**config.mk**
```make
export PLATFORM = sky130hd
export DESIGN_NAME = json_string_unescape
export DESIGN_NICKNAME = d
export VERILOG_FILES = /design/src/hw/rtl/jsu_pkg.sv /design/src/hw/rtl/jsu_front.sv /design/src/hw/rtl/jsu_queue.sv /design/src/hw/rtl/jsu_back.sv /design/src/hw/rtl/json_string_unescape.sv
export SDC_FILE = /design/constraint.sdc
export NUM_CORES = 1
export LEC_CHECK = 0
export BUFFER_PORTS_ARGS = -buffer_cell sky130_fd_sc_hd__buf_4
export CORE_ASPECT_RATIO = 1.25
export CORE_MARGIN = 1.5
export CORE_UTILIZATION = 53
export DETAILED_ROUTE_END_ITERATION = 10
export PLACE_DENSITY = 0.71
export SLEW_MARGIN = 20
export SYNTH_ARGS = -nofsm -noshare
export SYNTH_HDL_FRONTEND = slang
export SYNTH_SLANG_ARGS = --single-unit
```
**constraint.sdc**
```tcl
create_clock -name clk -period 7.48 [get_ports clk]
set_input_delay 0.748 -clock clk [delete_from_list [all_inputs] [get_ports clk]]
set_output_delay 0.748 -clock clk [all_outputs]
set_load 0.005 [all_outputs]
```
**src/hw/rtl/jsu_pkg.sv**
```systemverilog
`default_nettype none

package jsu_pkg;

  // Depth of the queue between the parser and the encoder.
  localparam int QDEPTH = 4;
  localparam int QAW    = $clog2(QDEPTH);

  localparam logic [1:0] ERR_NONE    = 2'd0;
  localparam logic [1:0] ERR_SYNTAX  = 2'd1;
  localparam logic [1:0] ERR_UNICODE = 2'd2;

  // What the parser asks the encoder to produce for one input byte.
  typedef enum logic [2:0] {
    OP_EMPTY = 3'd0,
    OP_RAW   = 3'd1,
    OP_CP    = 3'd2,
    OP_DONE  = 3'd3,
    OP_ESYN  = 3'd4,
    OP_EUNI  = 3'd5
  } op_t;

  typedef struct packed {
    op_t         op;
    logic [20:0] val;
  } cmd_t;

  // Handshake between the queue and the encoder.
  typedef struct packed {
    logic valid;
    cmd_t head;
  } qhead_t;

endpackage

`default_nettype wire

```
**src/hw/rtl/jsu_front.sv**
```systemverilog
`default_nettype none

module jsu_front (
  input  wire logic         clk,
  input  wire logic         rst,
  input  wire logic         take,
  input  wire logic [7:0]   data_byte,
  input  wire logic         end_of_input,
  output jsu_pkg::cmd_t     cmd
);

  typedef enum logic [6:0] {
    S_IDLE  = 7'b0000001,
    S_TEXT  = 7'b0000010,
    S_ESC   = 7'b0000100,
    S_HEX1  = 7'b0001000,
    S_LOWBS = 7'b0010000,
    S_LOWU  = 7'b0100000,
    S_HEX2  = 7'b1000000
  } mode_t;

  localparam logic [7:0] CH_QUOTE = 8'h22;
  localparam logic [7:0] CH_BSL   = 8'h5c;
  localparam logic [7:0] CH_U     = 8'h75;
  localparam logic [5:0] HI_TAG   = 6'b110110;
  localparam logic [5:0] LO_TAG   = 6'b110111;

  mode_t        mode, mode_next;
  logic [1:0]   hex_cnt, hex_cnt_next;
  logic [15:0]  accum, accum_next;
  logic [9:0]   hs, hs_next;
  logic         nib_ok;
  logic [3:0]   nib;
  logic [15:0]  unit;
  logic [10:0]  plane;

  always_comb begin
    nib_ok = 1'b1;
    nib    = 4'd0;
    if (data_byte >= 8'h30 && data_byte <= 8'h39) begin
      nib = data_byte[3:0];
    end else if ((data_byte >= 8'h61 && data_byte <= 8'h66) ||
                 (data_byte >= 8'h41 && data_byte <= 8'h46)) begin
      nib = data_byte[3:0] + 4'd9;
    end else begin
      nib_ok = 1'b0;
    end
  end

  assign unit  = {accum[11:0], nib};
  // The high surrogate selects the plane; adding 0x40 at bit 10 adds 0x10000.
  assign plane = {1'b0, hs} + 11'h040;

  always_comb begin
    mode_next    = mode;
    hex_cnt_next = hex_cnt;
    accum_next   = accum;
    hs_next      = hs;
    cmd.op       = jsu_pkg::OP_EMPTY;
    cmd.val      = 21'd0;
    if (end_of_input) begin
      mode_next = S_IDLE;
      cmd.op    = (mode == S_LOWBS || mode == S_LOWU) ? jsu_pkg::OP_EUNI
                                                      : jsu_pkg::OP_ESYN;
    end else begin
      unique case (mode)
        S_TEXT: begin
          if (data_byte == CH_QUOTE) begin
            cmd.op    = jsu_pkg::OP_DONE;
            mode_next = S_IDLE;
          end else if (data_byte < 8'h20) begin
            cmd.op    = jsu_pkg::OP_ESYN;
            mode_next = S_IDLE;
          end else if (data_byte == CH_BSL) begin
            mode_next = S_ESC;
          end else begin
            cmd.op  = jsu_pkg::OP_RAW;
            cmd.val = {13'd0, data_byte};
          end
        end
        S_ESC: begin
          mode_next = S_TEXT;
          cmd.op    = jsu_pkg::OP_RAW;
          case (data_byte)
            8'h22, 8'h5c, 8'h2f: cmd.val = {13'd0, data_byte};
            8'h62: cmd.val = 21'h08;
            8'h66: cmd.val = 21'h0c;
            8'h6e: cmd.val = 21'h0a;
            8'h72: cmd.val = 21'h0d;
            8'h74: cmd.val = 21'h09;
            CH_U: begin
              cmd.op       = jsu_pkg::OP_EMPTY;
              mode_next    = S_HEX1;
              hex_cnt_next = 2'd0;
              accum_next   = 16'd0;
            end
            default: begin
              cmd.op    = jsu_pkg::OP_ESYN;
              mode_next = S_IDLE;
            end
          endcase
        end
        S_HEX1, S_HEX2: begin
          if (!nib_ok) begin
            cmd.op    = jsu_pkg::OP_ESYN;
            mode_next = S_IDLE;
          end else if (hex_cnt != 2'd3) begin
            accum_next   = unit;
            hex_cnt_next = hex_cnt + 2'd1;
          end else begin
            accum_next   = unit;
            hex_cnt_next = 2'd0;
            if (mode == S_HEX1) begin
              if (unit[15:10] == LO_TAG) begin
                cmd.op    = jsu_pkg::OP_EUNI;
                mode_next = S_IDLE;
              end else if (unit[15:10] == HI_TAG) begin
                hs_next   = unit[9:0];
                mode_next = S_LOWBS;
              end else begin
                cmd.op    = jsu_pkg::OP_CP;
                cmd.val   = {5'd0, unit};
                mode_next = S_TEXT;
              end
            end else begin
              if (unit[15:10] != LO_TAG) begin
                cmd.op    = jsu_pkg::OP_EUNI;
                mode_next = S_IDLE;
              end else begin
                cmd.op    = jsu_pkg::OP_CP;
                cmd.val   = {plane, unit[9:0]};
                mode_next = S_TEXT;
              end
            end
          end
        end
        S_LOWBS: begin
          if (data_byte != CH_BSL) begin
            cmd.op    = jsu_pkg::OP_EUNI;
            mode_next = S_IDLE;
          end else begin
            mode_next = S_LOWU;
          end
        end
        S_LOWU: begin
          if (data_byte != CH_U) begin
            cmd.op    = jsu_pkg::OP_EUNI;
            mode_next = S_IDLE;
          end else begin
            mode_next    = S_HEX2;
            hex_cnt_next = 2'd0;
            accum_next   = 16'd0;
          end
        end
        default: begin
          if (data_byte != CH_QUOTE) begin
            cmd.op    = jsu_pkg::OP_ESYN;
            mode_next = S_IDLE;
          end else begin
            mode_next = S_TEXT;
          end
        end
      endcase
    end
  end

  always_ff @(posedge clk) begin
    if (rst) begin
      mode    <= S_IDLE;
      hex_cnt <= 2'd0;
    end else if (take) begin
      mode    <= mode_next;
      hex_cnt <= hex_cnt_next;
    end
    if (take) begin
      accum <= accum_next;
      hs    <= hs_next;
    end
  end

endmodule

`default_nettype wire

```
**src/hw/rtl/jsu_queue.sv**
```systemverilog
`default_nettype none

module jsu_queue (
  input  wire logic           clk,
  input  wire logic           rst,
  input  wire logic           wr,
  input  wire jsu_pkg::cmd_t  wr_cmd,
  output logic                q_full,
  input  wire logic           rd,
  output jsu_pkg::qhead_t     q_out
);

  jsu_pkg::cmd_t               mem [jsu_pkg::QDEPTH];
  logic [jsu_pkg::QAW-1:0]     wptr, rptr;
  logic [jsu_pkg::QAW:0]       cnt;

  assign q_full      = (cnt == (jsu_pkg::QAW+1)'(jsu_pkg::QDEPTH));
  assign q_out.valid = (cnt != '0);
  assign q_out.head  = mem[rptr];

  always_ff @(posedge clk) begin
    if (rst) begin
      wptr <= '0;
      rptr <= '0;
      cnt  <= '0;
    end else begin
      if (wr) begin
        wptr <= wptr + 1'b1;
      end
      if (rd) begin
        rptr <= rptr + 1'b1;
      end
      if (wr && !rd) begin
        cnt <= cnt + 1'b1;
      end else if (rd && !wr) begin
        cnt <= cnt - 1'b1;
      end
    end
    if (wr) begin
      mem[wptr] <= wr_cmd;
    end
  end

endmodule

`default_nettype wire

```
**src/hw/rtl/jsu_back.sv**
```systemverilog
`default_nettype none

module jsu_back (
  input  wire logic             clk,
  input  wire logic             rst,
  input  wire jsu_pkg::qhead_t  q_in,
  output logic                  q_rd,
  output logic                  empty,
  input  wire logic             pop,
  output logic [31:0]           out_data,
  output logic [2:0]            out_count,
  output logic                  string_done,
  output logic [1:0]            error_code
);

  logic        out_valid;
  logic [31:0] enc_data;
  logic [2:0]  enc_count;
  logic        enc_done;
  logic [1:0]  enc_err;
  logic [20:0] cp;

  assign cp    = q_in.head.val;
  assign empty = !out_valid;
  assign q_rd  = q_in.valid && (!out_valid || pop);

  always_comb begin
    enc_data  = 32'd0;
    enc_count = 3'd0;
    enc_done  = 1'b0;
    enc_err   = jsu_pkg::ERR_NONE;
    unique case (q_in.head.op)
      jsu_pkg::OP_RAW: begin
        enc_data  = {24'd0, cp[7:0]};
        enc_count = 3'd1;
      end
      jsu_pkg::OP_CP: begin
        if (cp < 21'h80) begin
          enc_data  = {24'd0, 1'b0, cp[6:0]};
          enc_count = 3'd1;
        end else if (cp < 21'h800) begin
          enc_data  = {16'd0, 2'b10, cp[5:0], 3'b110, cp[10:6]};
          enc_count = 3'd2;
        end else if (cp < 21'h10000) begin
          enc_data  = {8'd0, 2'b10, cp[5:0], 2'b10, cp[11:6], 4'b1110, cp[15:12]};
          enc_count = 3'd3;
        end else begin
          enc_data  = {2'b10, cp[5:0], 2'b10, cp[11:6], 2'b10, cp[17:12],
                       5'b11110, cp[20:18]};
          enc_count = 3'd4;
        end
      end
      jsu_pkg::OP_DONE: enc_done = 1'b1;
      jsu_pkg::OP_ESYN: enc_err  = jsu_pkg::ERR_SYNTAX;
      jsu_pkg::OP_EUNI: enc_err  = jsu_pkg::ERR_UNICODE;
      default: ;
    endcase
  end

  always_ff @(posedge clk) begin
    if (rst) begin
      out_valid <= 1'b0;
    end else if (q_rd) begin
      out_valid <= 1'b1;
    end else if (pop) begin
      out_valid <= 1'b0;
    end
    if (q_rd) begin
      out_data    <= enc_data;
      out_count   <= enc_count;
      string_done <= enc_done;
      error_code  <= enc_err;
    end
  end

endmodule

`default_nettype wire

```
**src/hw/rtl/json_string_unescape.sv**
```systemverilog
`default_nettype none

// Decodes a JSON string one raw byte per beat, starting at its opening quote,
// and answers every byte with exactly one result beat: up to four decoded
// bytes packed low byte first with a count, string_done on the closing quote,
// or an error code (1 syntax, 2 bad unicode escape), after which the decoder
// is idle and waits for the next opening quote. A \u escape comes out as
// UTF-8, with surrogate pairs joined into one four-byte character; the bytes
// of an escape before its last digit give empty beats. One byte is taken
// every clock cycle while full is low, with no gaps between strings; a result
// passes from the parser, which writes the four-entry command queue at the
// edge that takes its byte, to the UTF-8 encoder, which loads the output
// register once that register is empty or being popped. Back-pressure on pop
// fills the queue and then raises full.
module json_string_unescape (
  input  wire logic        clk,
  input  wire logic        rst,
  input  wire logic        push,
  output logic             full,
  input  wire logic [7:0]  data_byte,
  input  wire logic        end_of_input,
  output logic             empty,
  input  wire logic        pop,
  output logic [31:0]      out_data,
  output logic [2:0]       out_count,
  output logic             string_done,
  output logic [1:0]       error_code
);

  logic             take;
  logic             q_rd;
  jsu_pkg::cmd_t    cmd;
  jsu_pkg::qhead_t  qh;

  assign take = push && !full;

  jsu_front u_front (
    .clk          (clk),
    .rst          (rst),
    .take         (take),
    .data_byte    (data_byte),
    .end_of_input (end_of_input),
    .cmd          (cmd)
  );

  jsu_queue u_queue (
    .clk    (clk),
    .rst    (rst),
    .wr     (take),
    .wr_cmd (cmd),
    .q_full (full),
    .rd     (q_rd),
    .q_out  (qh)
  );

  jsu_back u_back (
    .clk         (clk),
    .rst         (rst),
    .q_in        (qh),
    .q_rd        (q_rd),
    .empty       (empty),
    .pop         (pop),
    .out_data    (out_data),
    .out_count   (out_count),
    .string_done (string_done),
    .error_code  (error_code)
  );

  // A waiting command always reaches an idle output register in the next cycle.
  a_drain: assert property (@(posedge clk) disable iff (rst)
    qh.valid && empty |=> !empty)
    else $error("queued command did not reach the output register");

  // A done or error beat carries no decoded bytes.
  a_no_data_on_status: assert property (@(posedge clk) disable iff (rst)
    !empty && (string_done || error_code != jsu_pkg::ERR_NONE) |->
      out_count == 3'd0 && out_data == 32'd0)
    else $error("status beat carries data");

  // Never more than four bytes, and done never comes with an error.
  a_beat_sane: assert property (@(posedge clk) disable iff (rst)
    !empty |-> out_count <= 3'd4 && !(string_done && error_code != jsu_pkg::ERR_NONE))
    else $error("malformed result beat");

  // The queue only reports full when it holds commands for the encoder.
  a_full_has_data: assert property (@(posedge clk) disable iff (rst)
    full |-> qh.valid && !empty)
    else $error("full without pending results");

endmodule

`default_nettype wire
```
==> flow_summary.toml, run 1 <==
[status]
outcome = "finished with violations"
violations = "design-rule violations"

[global_routing]
grt_pass1_wl_mm = 27.1
antenna_found_initial = 0
grtUsageTotal_pct = 22.8
grt_start_max_net_pins = 38
grt_pass1_vias = 5064
overflow = 0

[drt]
drc = 10
drt_pass1_iterations = 7
ant_nets = 0
wl_per_cell_um = 20.2
routed_via_density = 6.04
routed_wl_mm = 16.9
num_vias = 5052
first_iter_violations = 359

[clock_tree]
ctsHoldBuffers = 0
htree_levels = 4
clock_sinks = 171
cts_setup_buffers = 0
clk_pin_slew_ns = 0.06
cts-resized-gates = 0
clk_path_buf_depth = 2
ctsRootBufferMaster = "clkbuf_16"
tritoncts = "yes"
clk_latency_ns = 0.42
numCtsBuffers = 17

[timing]
rsz0062_at_grt = "false"
fin_crit_sh_pct = 43.5
finalSetupViolations = 0
fin_skew_ns = 0.00651
min_period_ns = 3.26
fin_tns_setup_ns = 0
slew_headroom_pct = 40.7
max_slew.worst_pin.slew_ns = 0.879
timing.fmax_ghz = 0.307
hold_viol = 0
drv_slew = 0

[yosys]
avgSynthCellArea_um2 = 13.2
async_flop_share_pct = 0
synth_largest_area_cell = "edfxtp_1"
synthCells = 600
syn-cell-area_um2 = 7930
ys.flop_type = "edfxtp_1"
synthTopCellsByArea = "edfxtp_1, mux4_2, dfxtp_1, nor2_1, a21oi_1"
ys_warn_count = 0
synth.top_cell.area_share_pct = 57.6
ys_ff_latch = 171
synth_cell_type_count = 65
ys_seq_area_share_pct = 62.4
synth_edf_count = 152

[final_layout]
syn_to_final_growth_pct = 14.0
drive_gt1_share_pct = 19.3
antenna_cells = 0
fillers = 1082
nNetsFinal = 672

[power]
total_power_mw = 2.86
p_leak_nw = 3.13
ir_drop_mv = 0.140
power_density_nw_per_um2 = 317

[critical_path]
crit_path_max_fanout = 24
end_kind = "flop"
required_ns = 7.64
critical_path_arrival_ns = 3.42
start_kind = "flop"
path_class = "reg2reg"

[hold_path]
hold_class = "reg2reg"

[place]
io_buffer_count = 49
place.gp.congestion = 0.955
dp_hpwl_mm = 12.1

[run]
max_cap_viol_count = 0

[floorplanning]
initial_utilization_pct = 54.6
core_area_um2 = 14500
die_w_um = 112
dieArea_um2 = 15700
die_y_um = 140
io_pins = 53
num_rows = 49
[cell families after synthesis]
family / synth area share (%)
mux: 7.83
simple gates: 14.9
other cells: 0.0473
flops: 62.4
buf+inv: 3.05
fa+ha+maj: 1.99
xor+xnor: 1.33
compound gates: 8.52
[worst paths after layout]
| kind | start | end | slack (ns) | cells after the start |
|---|---|---|---|---|
| min reg2reg | u_queue.cnt[2] | u_queue.cnt[2] | 0.51 | 2 |
| max | flop | u_back.out_data[7] | 4.22 | 6 |
| max reg2reg | flop | u_back.out_data[7] | 4.22 | 6 |
| min | u_queue.cnt[2] | u_queue.cnt[2] | 0.51 | 2 |
[critical path, cell delays in order, from the launching register on]
cell,delay [ns]
dfxtp_1,0.33
buf_4,0.42
mux4_2,0.69
nor4_2,0.49
nand4bb_1,0.44
o21ai_0,0.51
nand2_1,0.10
[state kept, by name, indices dropped and copies added, names as in the netlist, 2 cells and up, named ones only]
signal	cells
u_back.out_count	3
u_queue.cnt	3
u_back.out_data	28
u_front.mode	7
u_front.hs	10
u_back.error_code	2
u_front.accum	12
u_queue.mem	96
u_front.hex_cnt	2
u_queue.wptr	2
u_queue.rptr	2
[where the power goes]
part	switching, mW	internal [mW]	total (mW)
logic	0.416	0.330	0.746
registers	0.0469	1.22	1.26
clock network	0.346	0.506	0.852
[cell usage after synthesis, types with 6 or more instances]
master	count
nor2_1	54
mux4_2	23
mux2i_1	8
xor2_1	7
clkbuf_1	15
nor3b_1	6
o21ai_0	21
and2_1	20
edfxtp_1	152
buf_2	7
nand3_1	11
nand2_1	39
and3_1	14
or3_1	7
ha_1	11
nor3_1	18
buf_4	8
a21oi_1	30
nor2b_1	6
inv_1	16
a211oi_1	8
a31oi_1	6
nand2b_1	16
dfxtp_1	19
[layout by cell type, fill, tap and decap left out, types with 17 or more instances in the layout]
| master | n |
|---|---|
| a21oi_1 | 29 |
| and2_1 | 20 |
| buf_4 | 59 |
| clkbuf_16 | 17 |
| dfxtp_1 | 19 |
| edfxtp_1 | 152 |
| mux4_2 | 23 |
| nand2_1 | 39 |
| nor2_1 | 54 |
| nor3_1 | 18 |
| o21ai_0 | 21 |
[metrics by stage]
step	cells	util, %	setup slack, ns	cell area, um2	hold slack (ns)
floorplan	602	-	3.67	7930	0.432
global placement	805	58.0	3.95	8430	0.477
detailed placement	805	58.0	3.91	8430	0.488
CTS	836	62.0	4.17	9010	0.497
global route	837	62.2	3.94	9040	0.522
finish	837	62.2	4.22	9040	0.507
[routing by layer]
metal	GRT usage [%]	share of wire (%)
met5	0	0
met4	11.1	4.0
met3	5.49	4.3
met2	39.3	52
met1	27.0	40
[final cells by class]
cell class | instances | area, um2 | area share (%)
repair buffers | 60 | 470 | 5.20
clock buffers | 20 | 457 | 5.05
flip-flops and latches | 171 | 4940 | 54.7
clock inverters | 11 | 120 | 1.33
inverters | 16 | 60.1 | 0.664
multi-input cells | 381 | 2760 | 30.6
well taps | 178 | 223 | 2.46
Note: power is estimated with default switching activity, not from simulation.
==> run 2: changes to the inputs <==
- clock period: 7.48 -> 3 ns (I/O delays scaled with it)
==> run 2 against run 1 <==
  * The run still ends with design-rule violations left
  * Sequential share of layout area down 1.6 points
  * Clock power rose to 3.0 times the previous value
  * Register-to-register slack got worse by 4.0 ns
  * Cell area increased by 3.0%
  * Flip-flop and latch count stayed put
  * Worst setup slack worse by 4.0 ns
  * Final cell count grew 2.4%
  * Die area did not move
  * Fmax rose by 18%
  * Total power grew to 2.7 times the previous value
  * Non-clock buffer count is 19 higher
  * Clock-buffer cell count increased by 2
  * Largest power group unchanged
==> flow_summary.toml, run 2 (synthesized netlist as in run 1, its figures left out) <==
[status]
outcome = "finished with violations"
violations = "design-rule violations"

[critical_path]
critical_path_arrival_ns = 2.93
required_ns = 3.18
critPathTopFamily = "simple AND/OR/NAND/NOR gates"
crit_path_max_fanout = 15
start_kind = "flop"
path_class = "reg2reg"
max_stage_delay_ns = 0.56
end_kind = "flop"
crit_chain = "buf_12 > mux4_2 > nor4_2 > nand4bb_1 > o21ai_0 > buf_4 > nand2_1"
slowest_stage = "mux4_2"
cp_num_buf_inv = 2

[global_routing]
antenna_found_initial = 0
grt_pass1_wl_mm = 27.3
overflow = 0
grt_start_max_net_pins = 37
grtUsageTotal_pct = 23.1
grt_pass1_vias = 5199

[floorplanning]
core_area_um2 = 14500
dieArea_um2 = 15700
die_w_um = 112
initial_utilization_pct = 54.6
num_rows = 49
die_y_um = 140
io_pins = 53

[final_layout]
layout_common_cells = "edfxtp_1, buf_4, nor2_1"
drive_gt1_share_pct = 21.5
nNetsFinal = 691
layout.area.seq_um2 = 4940
top_regs = "u_queue.mem (96), u_back.out_data (28), u_front.accum (12)"
syn_to_final_growth_pct = 17.4
layout_commonest_cell = "edfxtp_1"
regMostFlops = "u_queue.mem"
largest_reg_flops = 96
antenna_cells = 0
fillers = 1048
multi_input_area_um2 = 2760

[timing]
finalSetupViolations = 0
fin_ws_ns = 0.247
slew_headroom_pct = 59.7
max_slew.worst_pin.slew_ns = 0.598
hold_viol = 0
timing.fmax_ghz = 0.363
min_period_ns = 2.75
fin_tns_setup_ns = 0
rsz0062_at_grt = "false"
fin_skew_ns = 0.00968
fin_crit_sh_pct = 91.8
drv_slew = 0

[power]
ir_drop_mv = 0.363
p_leak_nw = 3.28
power_density_nw_per_um2 = 819

[place]
dpl_worst_slack_ns = 0.179
place.gp.congestion = 0.934
io_buffer_count = 49
dp_hpwl_mm = 12.0

[drt]
drt_pass1_iterations = 7
ant_nets = 0
first_iter_violations = 333
drc = 8
routed_wl_mm = 16.9
wl_per_cell_um = 19.7
num_vias = 5118
routed_via_density = 5.97

[clock_tree]
cts-resized-gates = 0
numCtsBuffers = 17
htree_levels = 4
clk_pin_slew_ns = 0.06
clock_sinks = 171
cts_setup_buffers = 0
ctsHoldBuffers = 0
ctsRootBufferMaster = "clkbuf_16"
clk_latency_ns = 0.43
tritoncts = "yes"
clk_path_buf_depth = 2

[run]
max_cap_viol_count = 0

[hold_path]
hold_class = "in2reg"
run 2: layout make-up:
class / count / area share (%)
sequential: 171 / 53.1
timing repair buffer: 79 / 6.64
tap: 178 / 2.39
clock inverter: 10 / 2.55
clock buffer: 22 / 4.99
inverter: 16 / 0.645
multi-input combinational: 381 / 29.7
run 2: routing by layer:
| metal | global-route usage, % | vias to the layer above | share of wire (%) |
|---|---|---|---|
| li1 | - | 2407 | - |
| met1 | 26.2 | 2484 | 38 |
| met2 | 39.8 | 171 | 52 |
| met3 | 5.10 | 56 | 3.7 |
| met4 | 14.4 | 0 | 5.7 |
| met5 | 0 | - | 0 |
run 2: worst reg2reg max path, stage by stage, from the launching register on:
cell and delay, ns:
dfxtp_1 0.35, buf_12 0.18, mux4_2 0.56, nor4_2 0.43, nand4bb_1 0.39, o21ai_0 0.37, buf_4 0.17, nand2_1 0.05
run 2: stage by stage:
| step | hold slack (ns) | utilization [%] | instances | total power, mW | cell area (um2) |
|---|---|---|---|---|---|
| after floorplan | 0.432 | - | 602 | 4.34 | 7940 |
| after global placement | 0.476 | 59.2 | 825 | 5.10 | 8610 |
| after detailed placement | 0.495 | 59.2 | 825 | 5.13 | 8610 |
| after CTS | 0.171 | 64.1 | 857 | 7.68 | 9310 |
| after global routing | 0.193 | 64.1 | 857 | 7.96 | 9310 |
| final | 0.195 | 64.1 | 857 | 7.63 | 9310 |
run 2: path summary, 6_finish.rpt:
kind	cells past startpoint	slack [ns]	to	startpoint
max reg2reg	7	0.25	u_back.out_data[6]	flop
max	7	0.25	u_back.out_data[6]	flop
min reg2reg	2	0.50	u_queue.wptr[1]	u_queue.wptr[1]
min	4	0.19	u_back.out_valid	pop
run 2: power breakdown:
group / switching, mW / internal (mW)
clock: 0.853 / 1.70
sequential: 0.122 / 3.04
combinational: 1.05 / 0.869
total: 2.02 / 5.60
